## config.mk

```make
export PLATFORM = sky130hd
export DESIGN_NAME = circular_deque
export DESIGN_NICKNAME = d
export VERILOG_FILES = /design/src/hdl/cdq_pkg.sv /design/src/hdl/circular_deque.sv /design/src/hdl/cdq_ram.sv /design/src/hdl/cdq_ctrl.sv /design/src/hdl/cdq_dp.sv
export SDC_FILE = /design/constraint.sdc
export NUM_CORES = 1
export LEC_CHECK = 0
export ABC_AREA = 0
export BUFFER_PORTS_ARGS = -buffer_cell sky130_fd_sc_hd__buf_2
export CORE_MARGIN = 10
export CORE_UTILIZATION = 60
export DETAILED_ROUTE_END_ITERATION = 6
export GPL_TIMING_DRIVEN = 0
export PLACE_DENSITY = 0.78
export SKIP_CTS_REPAIR_TIMING = 1
export SKIP_LAST_GASP = 1
export SLEW_MARGIN = 0
export SYNTH_ARGS = -nofsm -noshare
export SYNTH_HDL_FRONTEND = slang
export SYNTH_SLANG_ARGS = --single-unit
```

## constraint.sdc

```tcl
create_clock -name clk -period 23.2 [get_ports clk]
set_input_delay 4.64 -clock clk [delete_from_list [all_inputs] [get_ports clk]]
set_output_delay 4.64 -clock clk [all_outputs]
set_load 0.05 [all_outputs]
```

## src/hdl/cdq_pkg.sv

```systemverilog
// ----------------------------------------------------------------------------
// cdq_pkg
// Shared constants, codes, types and index helper functions of the circular deque.
// ----------------------------------------------------------------------------
package cdq_pkg;

  localparam int DEPTH     = 16;
  localparam int WORD_BITS = 32;
  localparam int IDX_W     = $clog2(DEPTH);
  localparam int CNT_W     = $clog2(DEPTH + 1);

  localparam int IN_TDATA_W  = 40;
  localparam int OUT_TDATA_W = 48;

  typedef logic [IDX_W-1:0]     idx_t;
  typedef logic [CNT_W-1:0]     cnt_t;
  typedef logic [WORD_BITS-1:0] word_t;

  typedef enum logic [1:0] {
    OP_PUSH_FRONT = 2'd0,
    OP_PUSH_REAR  = 2'd1,
    OP_POP_FRONT  = 2'd2,
    OP_POP_REAR   = 2'd3
  } op_t;

  typedef enum logic [1:0] {
    STAT_DONE      = 2'd0,
    STAT_OVERFLOW  = 2'd1,
    STAT_UNDERFLOW = 2'd2
  } stat_t;

  typedef enum logic [1:0] {
    ST_IDLE,
    ST_READ,
    ST_OUT
  } state_t;

  typedef struct packed {
    logic exec;
    logic load_pop;
  } cmd_t;

  typedef struct packed {
    logic need_read;
  } dp_status_t;

  function automatic idx_t idx_up(idx_t i);
    idx_t r;
    if (i == idx_t'(DEPTH - 1)) begin
      r = '0;
    end else begin
      r = i + idx_t'(1);
    end
    return r;
  endfunction

  function automatic idx_t idx_dn(idx_t i);
    idx_t r;
    if (i == '0) begin
      r = idx_t'(DEPTH - 1);
    end else begin
      r = i - idx_t'(1);
    end
    return r;
  endfunction

endpackage

```

## src/hdl/circular_deque.sv

```systemverilog
// ----------------------------------------------------------------------------
// circular_deque
// Double-ended queue of DEPTH words in a circular store with one result
// per operation.
// ----------------------------------------------------------------------------
// Each input transaction carries one operation and returns one result
// transaction with the popped word, a status code, the occupancy and the
// empty and full flags. One operation is handled at a time: a push or a
// rejected pop shows its result in the cycle after acceptance, a successful
// pop only after a further read state, because the store has a registered
// read port. The next input is taken in the cycle after the result
// transaction.
module circular_deque import cdq_pkg::*; (
  input  logic                   clk,
  input  logic                   rst_n,
  input  logic                   in_tvalid,
  output logic                   in_tready,
  // op[1:0], push_value[33:2], zero padding[39:34]
  input  logic [IN_TDATA_W-1:0]  in_tdata,
  output logic                   out_tvalid,
  input  logic                   out_tready,
  // pop_value[31:0], status[33:32], occupancy[38:34], is_empty[39],
  // is_full[40], zero padding[47:41]
  output logic [OUT_TDATA_W-1:0] out_tdata
);

  cmd_t              cmd;
  dp_status_t        dp_status;
  logic signed [31:0] pop_value;
  logic [1:0]        status;
  logic [4:0]        occupancy;
  logic              is_empty, is_full;
  logic              unused_pad;

  assign unused_pad = ^in_tdata[IN_TDATA_W-1:34];

  cdq_ctrl u_ctrl (
    .clk        (clk),
    .rst_n      (rst_n),
    .in_tvalid  (in_tvalid),
    .in_tready  (in_tready),
    .out_tvalid (out_tvalid),
    .out_tready (out_tready),
    .dp_status  (dp_status),
    .cmd        (cmd)
  );

  cdq_dp u_dp (
    .clk        (clk),
    .rst_n      (rst_n),
    .cmd        (cmd),
    .dp_status  (dp_status),
    .op         (in_tdata[1:0]),
    .push_value (in_tdata[33:2]),
    .pop_value  (pop_value),
    .status     (status),
    .occupancy  (occupancy),
    .is_empty   (is_empty),
    .is_full    (is_full)
  );

  assign out_tdata = {7'd0, is_full, is_empty, occupancy, status, pop_value};

endmodule

```

## src/hdl/cdq_ram.sv

```systemverilog
// ----------------------------------------------------------------------------
// cdq_ram
// Generic single-write, single-read RAM with a registered read port.
// ----------------------------------------------------------------------------
module cdq_ram #(
  parameter int WIDTH = 32,
  parameter int DEPTH = 16
) (
  input  logic                     clk,
  input  logic                     we,
  input  logic [$clog2(DEPTH)-1:0] waddr,
  input  logic [WIDTH-1:0]         wdata,
  input  logic [$clog2(DEPTH)-1:0] raddr,
  output logic [WIDTH-1:0]         rdata
);

  logic [WIDTH-1:0] mem [DEPTH];

  always_ff @(posedge clk) begin
    if (we) begin
      mem[waddr] <= wdata;
    end
    rdata <= mem[raddr];
  end

endmodule

```

## src/hdl/cdq_ctrl.sv

```systemverilog
// ----------------------------------------------------------------------------
// cdq_ctrl
// Controller of the circular deque: sequences accept, read and result.
// ----------------------------------------------------------------------------
module cdq_ctrl import cdq_pkg::*; (
  input  logic       clk,
  input  logic       rst_n,
  input  logic       in_tvalid,
  output logic       in_tready,
  output logic       out_tvalid,
  input  logic       out_tready,
  input  dp_status_t dp_status,
  output cmd_t       cmd
);

  state_t state_r, state_nxt;

  always_ff @(posedge clk) begin
    if (!rst_n) begin
      state_r <= ST_IDLE;
    end else begin
      state_r <= state_nxt;
    end
  end

  always_comb begin
    state_nxt    = state_r;
    in_tready    = 1'b0;
    out_tvalid   = 1'b0;
    cmd.exec     = 1'b0;
    cmd.load_pop = 1'b0;
    case (state_r)
      ST_IDLE: begin
        in_tready = 1'b1;
        if (in_tvalid) begin
          cmd.exec  = 1'b1;
          state_nxt = dp_status.need_read ? ST_READ : ST_OUT;
        end
      end
      ST_READ: begin
        cmd.load_pop = 1'b1;
        state_nxt    = ST_OUT;
      end
      ST_OUT: begin
        out_tvalid = 1'b1;
        if (out_tready) begin
          state_nxt = ST_IDLE;
        end
      end
      default: begin
        state_nxt = ST_IDLE;
      end
    endcase
  end

  a_no_overlap: assert property (@(posedge clk) disable iff (!rst_n)
    !(in_tready && out_tvalid))
    else $error("input and result accepted in the same cycle");

  a_read_then_out: assert property (@(posedge clk) disable iff (!rst_n)
    (state_r == ST_READ) |=> (state_r == ST_OUT))
    else $error("read wait not followed by result");

  a_exec_once: assert property (@(posedge clk) disable iff (!rst_n)
    cmd.exec |=> !cmd.exec)
    else $error("two transactions executed back to back");

endmodule

```

## src/hdl/cdq_dp.sv

```systemverilog
// ----------------------------------------------------------------------------
// cdq_dp
// Datapath of the circular deque: pointers, count, store and result registers.
// ----------------------------------------------------------------------------
module cdq_dp import cdq_pkg::*; (
  input  logic              clk,
  input  logic              rst_n,
  input  cmd_t              cmd,
  output dp_status_t        dp_status,
  input  logic [1:0]        op,
  input  logic signed [31:0] push_value,
  output logic signed [31:0] pop_value,
  output logic [1:0]        status,
  output logic [4:0]        occupancy,
  output logic              is_empty,
  output logic              is_full
);

  idx_t  head_r, head_nxt;
  idx_t  tail_r, tail_nxt;
  cnt_t  count_r, count_nxt;
  stat_t stat_r, stat_nxt;
  cnt_t  occ_r;
  logic  empty_r, full_r;
  logic signed [31:0] pop_r;

  logic  is_push, is_front, full, empty;
  logic  we;
  idx_t  waddr, raddr;
  word_t wdata, rdata;
  logic signed [63:0] wide_in, wide_out;

  assign is_push  = (op == OP_PUSH_FRONT) || (op == OP_PUSH_REAR);
  assign is_front = (op == OP_PUSH_FRONT) || (op == OP_POP_FRONT);
  assign full     = (count_r == cnt_t'(DEPTH));
  assign empty    = (count_r == '0);

  assign wide_in  = 64'(push_value);
  assign wdata    = word_t'(wide_in);
  assign raddr    = is_front ? head_r : tail_r;

  assign dp_status.need_read = !is_push && !empty;

  always_comb begin
    head_nxt  = head_r;
    tail_nxt  = tail_r;
    count_nxt = count_r;
    stat_nxt  = STAT_DONE;
    we        = 1'b0;
    waddr     = '0;
    if (is_push) begin
      if (full) begin
        stat_nxt = STAT_OVERFLOW;
      end else begin
        we        = 1'b1;
        count_nxt = count_r + cnt_t'(1);
        if (empty) begin
          head_nxt = '0;
          tail_nxt = '0;
          waddr    = '0;
        end else if (is_front) begin
          head_nxt = idx_dn(head_r);
          waddr    = head_nxt;
        end else begin
          tail_nxt = idx_up(tail_r);
          waddr    = tail_nxt;
        end
      end
    end else begin
      if (empty) begin
        stat_nxt = STAT_UNDERFLOW;
      end else begin
        count_nxt = count_r - cnt_t'(1);
        if (count_r == cnt_t'(1)) begin
          head_nxt = '0;
          tail_nxt = '0;
        end else if (is_front) begin
          head_nxt = idx_up(head_r);
        end else begin
          tail_nxt = idx_dn(tail_r);
        end
      end
    end
  end

  always_ff @(posedge clk) begin
    if (!rst_n) begin
      head_r  <= '0;
      tail_r  <= '0;
      count_r <= '0;
    end else if (cmd.exec) begin
      head_r  <= head_nxt;
      tail_r  <= tail_nxt;
      count_r <= count_nxt;
    end
  end

  assign wide_out = 64'(signed'(rdata));

  always_ff @(posedge clk) begin
    if (cmd.exec) begin
      stat_r  <= stat_nxt;
      occ_r   <= count_nxt;
      empty_r <= (count_nxt == '0);
      full_r  <= (count_nxt == cnt_t'(DEPTH));
      pop_r   <= '0;
    end else if (cmd.load_pop) begin
      pop_r   <= 32'(wide_out);
    end
  end

  cdq_ram #(
    .WIDTH (WORD_BITS),
    .DEPTH (DEPTH)
  ) u_ram (
    .clk   (clk),
    .we    (we && cmd.exec),
    .waddr (waddr),
    .wdata (wdata),
    .raddr (raddr),
    .rdata (rdata)
  );

  assign pop_value = pop_r;
  assign status    = stat_r;
  assign occupancy = 5'(occ_r);
  assign is_empty  = empty_r;
  assign is_full   = full_r;

  a_count_bound: assert property (@(posedge clk) disable iff (!rst_n)
    count_r <= cnt_t'(DEPTH))
    else $error("held count beyond depth");

  a_empty_ptrs: assert property (@(posedge clk) disable iff (!rst_n)
    (count_r == '0) |-> (head_r == '0 && tail_r == '0))
    else $error("pointers not at zero while empty");

  a_full_no_write: assert property (@(posedge clk) disable iff (!rst_n)
    (cmd.exec && full) |-> !(we && cmd.exec))
    else $error("store written while full");

endmodule

```

==> Word level (Yosys, flattened, before mapping) <==
Memories as Yosys holds them, arrays and structs flattened. A register that Yosys moved wholly into a read port is not among the register bits.
Cells that the tools add are included.
{ "op_classes": {"add_sub_neg": 6, "n_mux": 42, "reduce_logical": 16, "n_eq_ne": 16} }
{ "op_table": {"columns": ["op", "n"], "rows": [
  ["4-bit two-way mux", 23],
  ["5-bit two-way mux", 3],
  ["5-bit equality test (second input constant)", 2],
  ["5-bit logical NOT", 2],
  ["1-bit two-way mux", 10],
  ["2-bit two-way mux", 5],
  ["5-bit AND reduction", 2],
  ["4-bit by 1-bit adder with 4-bit output (second input constant)", 2],
  ["4-bit equality test (second input constant)", 2],
  ["4-bit logical NOT", 2],
  ["4-bit by 1-bit subtractor with 4-bit output (second input constant)", 2],
  ["2-bit inequality test (second input constant)", 3],
  ["3-bit inequality test (second input constant)", 2],
  ["2-bit one-hot mux with 3 select lines", 1],
  ["5-bit by 1-bit adder with 5-bit output (second input constant)", 1],
  ["5-bit by 1-bit equality test with 1-bit output (second input constant)", 1],
  ["5-bit by 1-bit subtractor with 5-bit output (second input constant)", 1],
  ["2-bit by 1-bit equality test with 1-bit output (second input constant)", 2],
  ["2-bit equality test (second input constant)", 2],
  ["2-bit logical NOT", 2],
  ["3-bit by 2-bit inequality test with 1-bit output (second input constant)", 1],
  ["3-bit nonzero test", 1],
  ["1-bit logical AND", 2],
  ["1-bit logical NOT", 2],
  ["other kinds (3)", 4]
]} }
{ "totals": {"out_inout_bits": 50, "in_bits": 44, "register_bits": 56, "n_memories": 1, "ramBits": 512} }
{ "memory_table": {"columns": ["memory", "depth", "word_bits", "read_ports", "rd_ports_with_merged_regs", "write_ports", "line", "rtl"], "rows": [
  ["u_dp.u_ram.mem", 16, 32, 1, 1, 1, "cdq_ram.sv:17", "logic [WIDTH-1:0] mem [DEPTH];"]
]} }

==> Longest topological paths before layout <==
Gate-level depths: netlist of run 1.
{ "depth": {"word_depth": 7, "mapped_depth": 9, "ltp_nobuf": 7} }

==> Hierarchy <==
From an unflattened synthesis of run 1, not the netlist that was laid out.
{ "unflattened": {"cells_unflattened": 1165, "area_unflattened_um2": 22814.4} }
{ "by_module_without_submodules": {"columns": ["mod", "seq_area_each_um2", "area_per_inst_um2", "cells_per_inst", "instances"], "rows": [
  ["cdq_ram", 16015.4, 19835.3, 838, 1],
  ["cdq_dp", 1171.1, 2811.4, 307, 1],
  ["cdq_ctrl", 40.0, 96.3, 10, 1],
  ["circular_deque", 0.0, 71.3, 10, 1]
]} }

==> Worst setup path before layout of run 1 <==
OpenSTA, ideal clock, no wires.
{ "synth_timing": {"path_kind": "input to register", "startpoint": "input in_tvalid", "endpoint": "memory u_dp.u_ram.mem[0][0] (enable)", "slack_ns": 11.822, "path_stages": 5, "path_buffers": 1, "t_arrival_ns": 10.783, "path_cell_list": "or3b_2 clkbuf_1 inv_1 nand2_1 a2111oi_0"} }
{ "synth_rtl": {"columns": ["item", "line", "rtl"], "rows": [
  ["start: declaration", "circular_deque.sv:16", "input logic in_tvalid,"],
  ["end: declaration", "cdq_ram.sv:17", null]
]} }

==> flow_metrics.py, run 1 <==
metrics = {
    "logic_synthesis": {
        "yosys_warnings": 0,
        "ys.flop_type": "edfxtp_1",
        "syn_area_um2": 23000,
        "synth_seq_cells": 600,
        "ys_async_sr_fraction_pct": 0,
        "yosysTopAreaCellShare_pct": 68.1,
        "synthCells": 1351,
        "yosysUniqueCellTypes": 63,
        "syn_area_per_cell_um2": 17.0,
        "ys_seq_area_share_pct": 75.0,
        "synth_edf_count": 521,
        "synth.area.top_cells": "edfxtp_1 (68%), mux2i_1 (11%), dfxtp_1 (6.9%)",
        "synth_top_area_cell": "edfxtp_1",
    },
    "timing": {
        "drv_slew": 0,
        "final-setup-viol-count": 0,
        "min_period_ns": 7.48,
        "fmax_mhz": 134,
        "finClkSkew_ns": 0.0153,
        "worst_slack_ns": 15.72,
        "setup_tns_ns": 0,
        "hold_violations": 0,
        "worst_slew_pin_slew_ns": 1.04,
        "maxSlewHeadroom_pct": 28.6,
        "min_period_over_period_pct": 32.2,
        "rsz0062_at_grt": "no",
    },
    "routing": {
        "drt_iter0_drc": 1452,
        "wl_per_cell_um": 26.0,
        "vias": 13554,
        "viasPerCell": 6.38,
        "drcViolationCount": 0,
        "drt-pass1-iter-count": 5,
        "wl_um": 55300,
        "final_antenna_net_count": 0,
    },
    "final_layout": {
        "fillers": 2371,
        "fin_nets": 1621,
        "area_growth_pct": 15.5,
        "final_core_util_pct": 70.2,
        "num_antenna_cells": 0,
        "layout-drive-gt1-share_pct": 18.5,
        "mostFrequentLayoutCell": "edfxtp_1",
        "layout_common_cells": "edfxtp_1 (521), mux2i_1 (262), o22ai_1 (129)",
    },
    "clocking": {
        "cts_tree": "done",
        "htree_num_levels": 2,
        "root_buffer": "clkbuf_16",
        "clk_pin_slew_worst_paths_ns": 0.06,
        "cts_buffer_depth": 3,
        "cts_buffers": 56,
        "clock_sinks": 600,
        "clk_latency_ns": 0.61,
    },
    "floorplanning": {
        "core_um2": 37800,
        "num_rows": 71,
        "num_io_pins": 94,
        "die-width_um": 216,
        "die-area_um2": 46500,
        "die_h_um": 216,
        "start_util_pct": 60.8,
    },
    "power": {
        "seq_power_share_pct": 48.4,
        "ir_drop_v": 0.0000742,
        "p_leak_nw": 10.5,
        "power.net_switching_w": 0.000721,
        "p_sw_share_pct": 27.4,
        "finalPower_w": 0.00263,
        "intPower_w": 0.00191,
        "clkPwrFrac_pct": 33.2,
        "pwr-share-comb_pct": 18.4,
        "p_per_area_nw_per_um2": 99.2,
    },
    "placement": {
        "post-dp-hpwl_um": 36300,
        "port_buffers": 79,
        "place_congestion": 0.884,
        "post-place-ws_ns": 15.20,
    },
    "worst_setup_path": {
        "ff2ff_path_depth": 9,
        "crit_top_cell": "buf_4",
        "critPathMaxStageDelay_ns": 0.92,
        "endpoint_kind": "register",
        "r2r_start": "u_dp.count_r[0]",
        "start_kind": "input pin",
        "arrival_ns": 7.78,
        "regToRegEndpoint": "u_dp.u_ram.mem[0][12]",
        "ff2ff_setup_slack_ns": 18.81,
        "critPathKind": "input pin to register",
        "crit_slowest_cell": "a2111oi_2",
        "worstPathCellList": "buf_2 > or3b_2 > clkbuf_1 > inv_1 > nand2_1 > a2111oi_2 > buf_4 > buf_4 > buf_4",
        "cp_max_fo": 14,
        "cp.required_ns": 23.50,
    },
    "hold_path": {
        "hold_start": "u_dp.u_ram.rdata[8]",
        "hold_depth": 1,
        "worstHoldEndpoint": "u_dp.pop_value[8]",
        "min_path_type": "register to register",
    },
    "global_route": {
        "gr-total-overflow": 0,
        "grt_pass1_wl_um": 82600,
        "grt_pass1_vias": 13469,
        "antenna_found_initial": 1,
        "track_usage_pct": 23.2,
        "grt_max_degree": 17,
    },
    "outcome": {
        "status": "complete, no violations",
    },
    "flow_run": {
        "maxCapViolations": 0,
    },
}
==> per-stage QoR <==
step                      instance area, um2  std cells  hold WS [ns]
after global routing                   26500       2126         0.456
after CTS                              26500       2126         0.446
after global placement                 24000       1947         0.430
after detailed placement               24800       2022         0.437
after floorplan                        23000       1357         0.426
final                                  26500       2126         0.444
==> registers in the layout (all words and copies together), names as in the netlist <==
register,flops
u_dp.u_ram.mem,512
u_dp.pop_value,32
u_dp.u_ram.rdata,32
u_dp.count_r,5
u_dp.occupancy,5
u_dp.head_r,4
u_dp.tail_r,4
u_ctrl.state_r,2
u_dp.status,2
u_dp.is_empty,1
u_dp.is_full,1
==> worst max-delay path by stage <==
stage / startpoint / endpoint / slack (ns)
after floorplan: in_tvalid / u_dp.u_ram.mem[0][0] / 11.82
after CTS: in_tvalid / u_dp.u_ram.mem[0][12] / 15.79
after detailed placement: in_tvalid / u_dp.u_ram.mem[0][16] / 15.20
after global routing: in_tvalid / u_dp.u_ram.mem[0][12] / 15.59
after global placement: in_tvalid / u_dp.u_ram.mem[0][3] / 5.56
final: in_tvalid / u_dp.u_ram.mem[0][12] / 15.72
==> layout make-up <==
| cell class | count | area [um2] | area share (%) |
|---|---|---|---|
| clock buffers | 89 | 1620 | 6.10 |
| inverters | 13 | 48.8 | 0.184 |
| repair buffers | 154 | 1050 | 3.96 |
| multi-input cells | 654 | 5390 | 20.3 |
| plain buffers | 90 | 414 | 1.56 |
| clock inverters | 15 | 130 | 0.491 |
| flip-flops and latches | 600 | 17200 | 65.0 |
| well taps | 511 | 639 | 2.41 |
==> cell families (layout without fill, tap and decap cells) <==
kind of cell,count (synthesis),count (layout),share of synthesized area (%)
adder cells (fa/ha/maj),8,8,0.436
AND/OR/NAND/NOR,128,128,3.56
flip-flops,600,600,75.0
AO/OA/AOI/OAI,239,239,7.13
other,1,7,0.0163
multiplexers,265,265,11.6
XOR/XNOR,7,7,0.267
buffers and inverters,103,361,2.02
==> power by group through the flow <==
stage	clock [W]	sequential [W]	combinational, W
floorplan	0	0.00132	0.000283
global placement	0	0.00130	0.000444
detailed placement	0	0.00129	0.000474
CTS	0.000880	0.00127	0.000479
global route	0.000919	0.00128	0.000512
finish	0.000873	0.00127	0.000484
==> routing by layer <==
metal / global-route usage (%) / vias up / share of wire, %
li1: - / 5880 / -
met3: 4.39 / 116 / 8.6
met1: 30.0 / 6811 / 39
met2: 38.8 / 745 / 49
met4: 8.03 / 2 / 2.8
met5: 0 / - / 0.013
==> worst max-delay path, delay by kind of cell <==
family	cells	cell delay, ns
buf+inv	6	1.47
compound gates	1	0.92
simple gates	2	0.72
==> cells in the mapped netlist, types with 3 or more instances <==
master / instances
o22ai_1: 129
buf_4: 10
ha_1: 8
and3_1: 4
o21ai_1: 8
nand3b_1: 3
or4_1: 32
inv_1: 12
or3b_2: 3
mux2i_1: 262
clkbuf_1: 48
and3b_1: 4
nor3_1: 13
nand2b_1: 3
edfxtp_1: 521
o21bai_1: 4
o21ai_0: 6
a211oi_1: 4
a22o_1: 32
nor4_1: 7
nor3b_1: 4
nand2_1: 13
or4b_2: 4
nor4b_1: 5
a2111oi_0: 6
a21oi_1: 17
xor2_1: 3
buf_2: 31
or2_2: 4
nor2_1: 14
nand3_1: 10
xnor2_1: 4
o211ai_1: 3
dfxtp_1: 79
(Power assumes the default switching activity.)
==> run 2, diff against run 1 <==
- clock period: 23.2 -> 7.2 ns (I/O delays scaled with it)
==> run 2 against run 1 <==
Effect of this change:
- total power grew to 3.3 times the previous value
- die area stayed put
- non-clock buffer count down 1
- combinational power grew to 3.2 times the previous value
- critical endpoint is now u_dp.u_ram.mem[13][16]
==> flow_metrics.py, run 2 (synthesis gave the netlist of run 1 again) <==
metrics = {
    "timing": {
        "min_period_ns": 4.44,
        "fmax_mhz": 225,
        "hold_violations": 0,
        "rsz0062_at_grt": "no",
        "drv_slew": 0,
        "maxSlewHeadroom_pct": 27.9,
        "worst_slew_pin_slew_ns": 1.05,
        "finClkSkew_ns": 0.0137,
        "min_period_over_period_pct": 61.6,
        "whs_ns": 0.447,
        "worst_slack_ns": 2.76,
        "final-setup-viol-count": 0,
    },
    "global_route": {
        "grtUsageMet1_pct": 30.2,
        "grt_pass1_vias": 13429,
        "grt_max_degree": 17,
        "gr-max-usage-layer": "met2",
        "gr-total-overflow": 0,
        "track_usage_pct": 23.1,
        "antenna_found_initial": 2,
        "grt_pass1_wl_um": 82000,
        "grtUsageMet2_pct": 37.6,
        "grtUsageMet3_pct": 4.50,
    },
    "final_layout": {
        "area_growth_pct": 16.3,
        "fin_area_um2": 26700,
        "layout-drive-gt1-share_pct": 19.4,
        "mostFrequentLayoutCell": "edfxtp_1",
        "finalNonFillerCells": 2127,
        "layout_common_cells": "edfxtp_1 (521), mux2i_1 (262), o22ai_1 (129)",
        "fillers": 2361,
        "largest-register": "u_dp.u_ram.mem",
        "largest_reg_flops": 512,
        "num_antenna_cells": 0,
        "fin_nets": 1621,
    },
    "placement": {
        "port_buffers": 79,
        "place_congestion": 0.882,
        "post-dp-hpwl_um": 35800,
        "dp.cells": 2021,
        "post-place-ws_ns": 2.50,
        "place_area_um2": 24800,
    },
    "worst_setup_path": {
        "ff2ff_path_depth": 11,
        "worstPathCellList": "clkbuf_1 > inv_1 > ha_1 > or3b_2 > clkbuf_1 > nand2_1 > or2_2 > clkbuf_1 > nor3_2 > buf_6 > buf_4",
        "crit_top_cell": "clkbuf_1",
        "cp.required_ns": 7.50,
        "cp_max_fo": 10,
        "critPathMaxStageDelay_ns": 0.86,
        "crit_slowest_cell": "nor3_2",
        "arrival_ns": 4.74,
        "cp_num_buf_inv": 6,
        "ff2ff_setup_slack_ns": 2.76,
        "r2r_start": "u_dp.count_r[0]",
        "regToRegEndpoint": "u_dp.u_ram.mem[13][16]",
        "critical_path_depth": 11,
        "endpoint_kind": "register",
        "start_kind": "register",
        "critical_path.top_delay_family": "simple AND/OR/NAND/NOR gates",
        "critPathKind": "register to register",
    },
    "routing": {
        "final_antenna_net_count": 0,
        "wl_um": 54700,
        "drt_iter0_drc": 1518,
        "drcViolationCount": 0,
        "wl_per_cell_um": 25.7,
        "drt-pass1-iter-count": 6,
        "viasPerCell": 6.29,
        "vias": 13386,
    },
    "floorplanning": {
        "num_rows": 71,
        "num_io_pins": 94,
        "die-width_um": 216,
        "die-area_um2": 46500,
        "core_um2": 37800,
        "start_util_pct": 60.8,
        "die_h_um": 216,
    },
    "power": {
        "p_leak_nw": 10.6,
        "ir_drop_v": 0.000215,
        "seq_power_share_pct": 47.0,
        "intPower_w": 0.00636,
        "clkPwrFrac_pct": 35.2,
        "p_per_area_nw_per_um2": 327,
        "finalPower_w": 0.00872,
        "p_sw_share_pct": 27.0,
        "power.net_switching_w": 0.00236,
        "pwr-share-comb_pct": 17.8,
    },
    "clocking": {
        "cts_buffers": 57,
        "root_buffer": "clkbuf_16",
        "clk_latency_ns": 0.61,
        "cts_buffer_depth": 3,
        "htree_num_levels": 2,
        "clk_pin_slew_worst_paths_ns": 0.06,
        "clock_sinks": 600,
        "cts_tree": "done",
    },
    "flow_run": {
        "maxCapViolations": 0,
    },
    "hold_path": {
        "hold_start": "u_dp.u_ram.rdata[26]",
        "worstHoldEndpoint": "u_dp.pop_value[26]",
        "min_path_type": "register to register",
        "hold_depth": 1,
    },
    "outcome": {
        "status": "complete, no violations",
    },
}
run 2: cell types whose count changed in the layout (fill, tap and decap cells not counted), moves of 4 or more:
cell	before	now
clkinv_1	11	3
buf_6	28	24
bufinv_16	2	6
clkbuf_1	73	66
clkinv_2	1	6
run 2: cell type report:
cell class / count / area, um2 / area share, %
buffer: 90 / 414 / 1.55
sequential: 600 / 17200 / 64.5
timing repair buffer: 153 / 1040 / 3.89
multi-input combinational: 654 / 5390 / 20.2
tap: 511 / 639 / 2.39
inverter: 13 / 48.8 / 0.183
clock buffer: 86 / 1670 / 6.25
clock inverter: 20 / 274 / 1.03
run 2: worst reg2reg max path: stages, from the launching register on:
cell      delay [ns]
dfxtp_1         0.37
clkbuf_1        0.35
inv_1           0.20
ha_1            0.33
or3b_2          0.22
clkbuf_1        0.37
nand2_1         0.29
or2_2           0.36
clkbuf_1        0.25
nor3_2          0.86
buf_6           0.28
buf_4           0.24
run 2: power groups by stage:
| stage | Sequential, W | Combinational [W] | Clock (W) |
|---|---|---|---|
| after floorplan | 0.00426 | 0.000914 | 0 |
| after global placement | 0.00418 | 0.00143 | 0 |
| after detailed placement | 0.00417 | 0.00152 | 0 |
| after CTS | 0.00410 | 0.00153 | 0.00309 |
| after global routing | 0.00412 | 0.00164 | 0.00323 |
| final | 0.00410 | 0.00155 | 0.00307 |
run 2: how the worst max path moves through the flow:
stage,from,endpoint,slack (ns)
global placement,in_tvalid,u_dp.u_ram.mem[4][14],-6.85
global route,u_dp.count_r[0],u_dp.u_ram.mem[13][13],2.56
CTS,u_dp.count_r[0],u_dp.u_ram.mem[13][7],2.82
detailed placement,in_tdata[1],u_dp.u_ram.mem[13][16],2.50
finish,u_dp.count_r[0],u_dp.u_ram.mem[13][16],2.76
floorplan,in_tvalid,u_dp.u_ram.mem[2][0],-0.90
run 2: metrics by stage:
stage | utilization [%] | setup TNS, ns
2_1_floorplan | - | -86.56
3_3_place_gp | 63.6 | -1187.61
3_5_place_dp | 65.6 | 0
4_1_cts | 70.7 | 0
5_1_grt | 70.7 | 0
6_report | 70.7 | 0
run 2: routing by layer:
metal	up-vias	part of all wire, %
met3	124	9.0
met4	2	3.1
li1	5859	-
met5	-	0.024
met2	689	49
met1	6712	39
==> run 3, diff against run 2 <==
- ABC_AREA: 0 -> 1
- CORE_UTILIZATION: 60 -> 56
- PLACE_DENSITY: 0.78 -> 0.76
- clock period: 7.2 -> 3.75 ns (I/O delays scaled with it)
==> run 3 against run 2 <==
Effect of this change:
- via count grew 36%
- largest power group unchanged
- cell count rose by 53%
- sequential share of layout area decreased by 4.8 points
- sequential power is 88% higher
- global-route usage grew 2.1 points
- first-iteration DRC count is 65% higher
- synthesized cell count up 82%
- critical endpoint is now u_dp.u_ram.mem[11][25]
- total power up 88%
==> flow_metrics.py, run 3 <==
metrics = {
    "outcome": {
        "status": "complete, no violations",
    },
    "worst_setup_path": {
        "worstPathCellList": "inv_1 > ha_1 > nand3_4 > nand2_1 > o21ai_0 > nand3_1 > nor2_4 > buf_16",
        "critPathKind": "register to register",
        "critical_path.top_delay_family": "simple AND/OR/NAND/NOR gates",
        "start_kind": "register",
        "cp_max_fo": 17,
        "cp_num_buf_inv": 2,
        "cp.required_ns": 4.06,
        "arrival_ns": 3.60,
        "crit_slowest_cell": "nor2_4",
        "critPathMaxStageDelay_ns": 0.75,
        "endpoint_kind": "register",
    },
    "hold_path": {
        "min_path_type": "input pin to register",
    },
    "timing": {
        "rsz0062_at_grt": "no",
        "final-setup-viol-count": 0,
        "worst_slew_pin_slew_ns": 1.16,
        "maxSlewHeadroom_pct": 22.5,
        "fmax_mhz": 303,
        "worst_slack_ns": 0.454,
        "hold_violations": 0,
        "finClkSkew_ns": 0.0250,
        "min_period_over_period_pct": 87.9,
        "min_period_ns": 3.30,
        "drv_slew": 0,
    },
    "logic_synthesis": {
        "synthXorXnorAreaFrac_pct": 0.312,
        "synth.area.top_cells": "edfxtp_1 (62%), nand2_1 (14%), nand3_1 (7.4%)",
        "synth_seq_cells": 600,
        "synth_simple_gate_area_share_pct": 22.1,
        "yosysUniqueCellTypes": 31,
        "ys_async_sr_fraction_pct": 0,
        "syn_area_per_cell_um2": 10.3,
        "ys.flop_type": "edfxtp_1",
        "syn_area_um2": 25300,
        "synth_edf_count": 521,
        "synth.top_cells.by_count": "nand2_1 (915), edfxtp_1 (521), nand3_1 (373), inv_1 (295), dfxtp_1 (79)",
        "muxShareOfSynthArea_pct": 0,
        "synth_fa_ha_area_share_pct": 0.396,
        "synthCells": 2454,
        "synth_top_area_cell": "edfxtp_1",
        "yosys_warnings": 0,
        "yosysTopAreaCellShare_pct": 61.9,
        "synth_compound_area_share_pct": 1.24,
        "synth_top_family_by_area": "simple AND/OR/NAND/NOR gates",
        "synth_most_common_cell": "nand2_1",
        "ys_seq_area_share_pct": 68.2,
    },
    "final_layout": {
        "layout_common_cells": "nand2_1 (915), edfxtp_1 (521), nand3_1 (373)",
        "fillers": 3272,
        "mostFrequentLayoutCell": "nand2_1",
        "regArea_um2": 17200,
        "num_antenna_cells": 0,
        "largest_reg_flops": 512,
        "largest-register": "u_dp.u_ram.mem",
        "area_growth_pct": 14.2,
        "layout-drive-gt1-share_pct": 11.9,
        "fin_nets": 2667,
        "multi_input_area_um2": 6220,
        "final_core_util_pct": 64.9,
    },
    "clocking": {
        "cts_buffer_depth": 3,
        "htree_num_levels": 2,
        "clk_latency_ns": 0.62,
        "cts_buffers": 58,
        "clk_pin_slew_worst_paths_ns": 0.06,
        "clock_sinks": 600,
        "cts_tree": "done",
        "root_buffer": "clkbuf_16",
    },
    "routing": {
        "drcViolationCount": 0,
        "final_antenna_net_count": 0,
        "wl_per_cell_um": 21.2,
        "vias": 18223,
        "viasPerCell": 5.60,
        "drt_iter0_drc": 2509,
        "drt-pass1-iter-count": 6,
        "wl_um": 69200,
    },
    "power": {
        "ir_drop_v": 0.000389,
        "p_leak_nw": 12.1,
        "p_per_area_nw_per_um2": 567,
    },
    "floorplanning": {
        "die-area_um2": 54000,
        "die-width_um": 232,
        "num_rows": 77,
        "start_util_pct": 56.9,
        "num_io_pins": 94,
        "die_h_um": 232,
        "core_um2": 44400,
    },
    "placement": {
        "place_congestion": 0.869,
        "port_buffers": 79,
        "post-dp-hpwl_um": 45900,
        "post-place-ws_ns": 0.515,
    },
    "global_route": {
        "grt_max_degree": 20,
        "grt_pass1_vias": 17580,
        "track_usage_pct": 25.2,
        "antenna_found_initial": 0,
        "gr-total-overflow": 0,
        "grt_pass1_wl_um": 103000,
    },
    "flow_run": {
        "maxCapViolations": 0,
    },
}
==> run 3: cell count changes in the layout (fill, tap and decap cells not counted), moves of 17 or more <==
cell	delta
o22ai_1	-127
mux2i_1	-262
o21ai_0	+41
a22o_1	-32
nand3_1	+363
nor2_4	+17
inv_1	+283
nand2_1	+902
or4_1	-32
buf_4	-23
clkbuf_1	-37
==> run 3: final cells by class <==
class                      count  area share [%]
sequential                   600            59.7
clock inverter                31           0.703
buffer                       129            2.90
multi-input combinational   1432            21.6
inverter                     299            3.89
timing repair buffer          95            2.69
tap                          592            2.57
clock buffer                  78            5.98
==> run 3: cell families after synthesis <==
logic type	Yosys count
simple gates	1347
flops	600
buf+inv	428
compound gates	61
xor+xnor	9
fa+ha+maj	8
other cells	1
==> run 3: through the flow <==
| stage | std cells | hold WS [ns] | total power, W | instance area, um2 | TNS [ns] |
|---|---|---|---|---|---|
| 6_report | 3256 | 0.421 | 0.0163 | 28800 | 0 |
| 5_1_grt | 3256 | 0.447 | 0.0169 | 28800 | 0 |
| 4_1_cts | 3256 | 0.401 | 0.0163 | 28800 | 0 |
| 3_5_place_dp | 3147 | 0.443 | 0.0106 | 26900 | 0 |
| 3_3_place_gp | 3131 | 0.438 | 0.0104 | 26400 | -563.71 |
| 2_1_floorplan | 2460 | 0.431 | 0.00954 | 25300 | 0 |
==> run 3: layer usage <==
metal,vias up,share of wire (%),GRT usage (%)
li1,8324,-,-
met1,8551,38,32.5
met2,1153,46,40.2
met3,195,12,4.94
met4,0,4.3,12.4
met5,-,0,0
==> run 3: worst register-to-register path, delay by kind of cell, from the launching register on <==
kind	cells	cell delay (ns)
simple gates	4	1.44
flops	1	0.42
fa+ha+maj	1	0.32
buf+inv	2	0.43
compound gates	1	0.35
==> run 3: path summary, 6_finish.rpt <==
path / start / endpoint / slack, ns / cells after the start
worst max-delay path: u_dp.count_r[0] / u_dp.u_ram.mem[11][25] / 0.45 / 8
worst min-delay path: out_tready / u_ctrl.state_r[1] / 0.42 / 4
worst max register to register: u_dp.count_r[0] / u_dp.u_ram.mem[11][25] / 0.45 / 8
worst min register to register: u_dp.u_ram.rdata[25] / u_dp.pop_value[25] / 0.46 / 2
==> run 3: where the power goes <==
part / switching [W] / internal (W) / total (W)
clock network: 0.00251 / 0.00336 / 0.00587
registers: 0.000115 / 0.00758 / 0.00769
logic: 0.00205 / 0.000744 / 0.00279
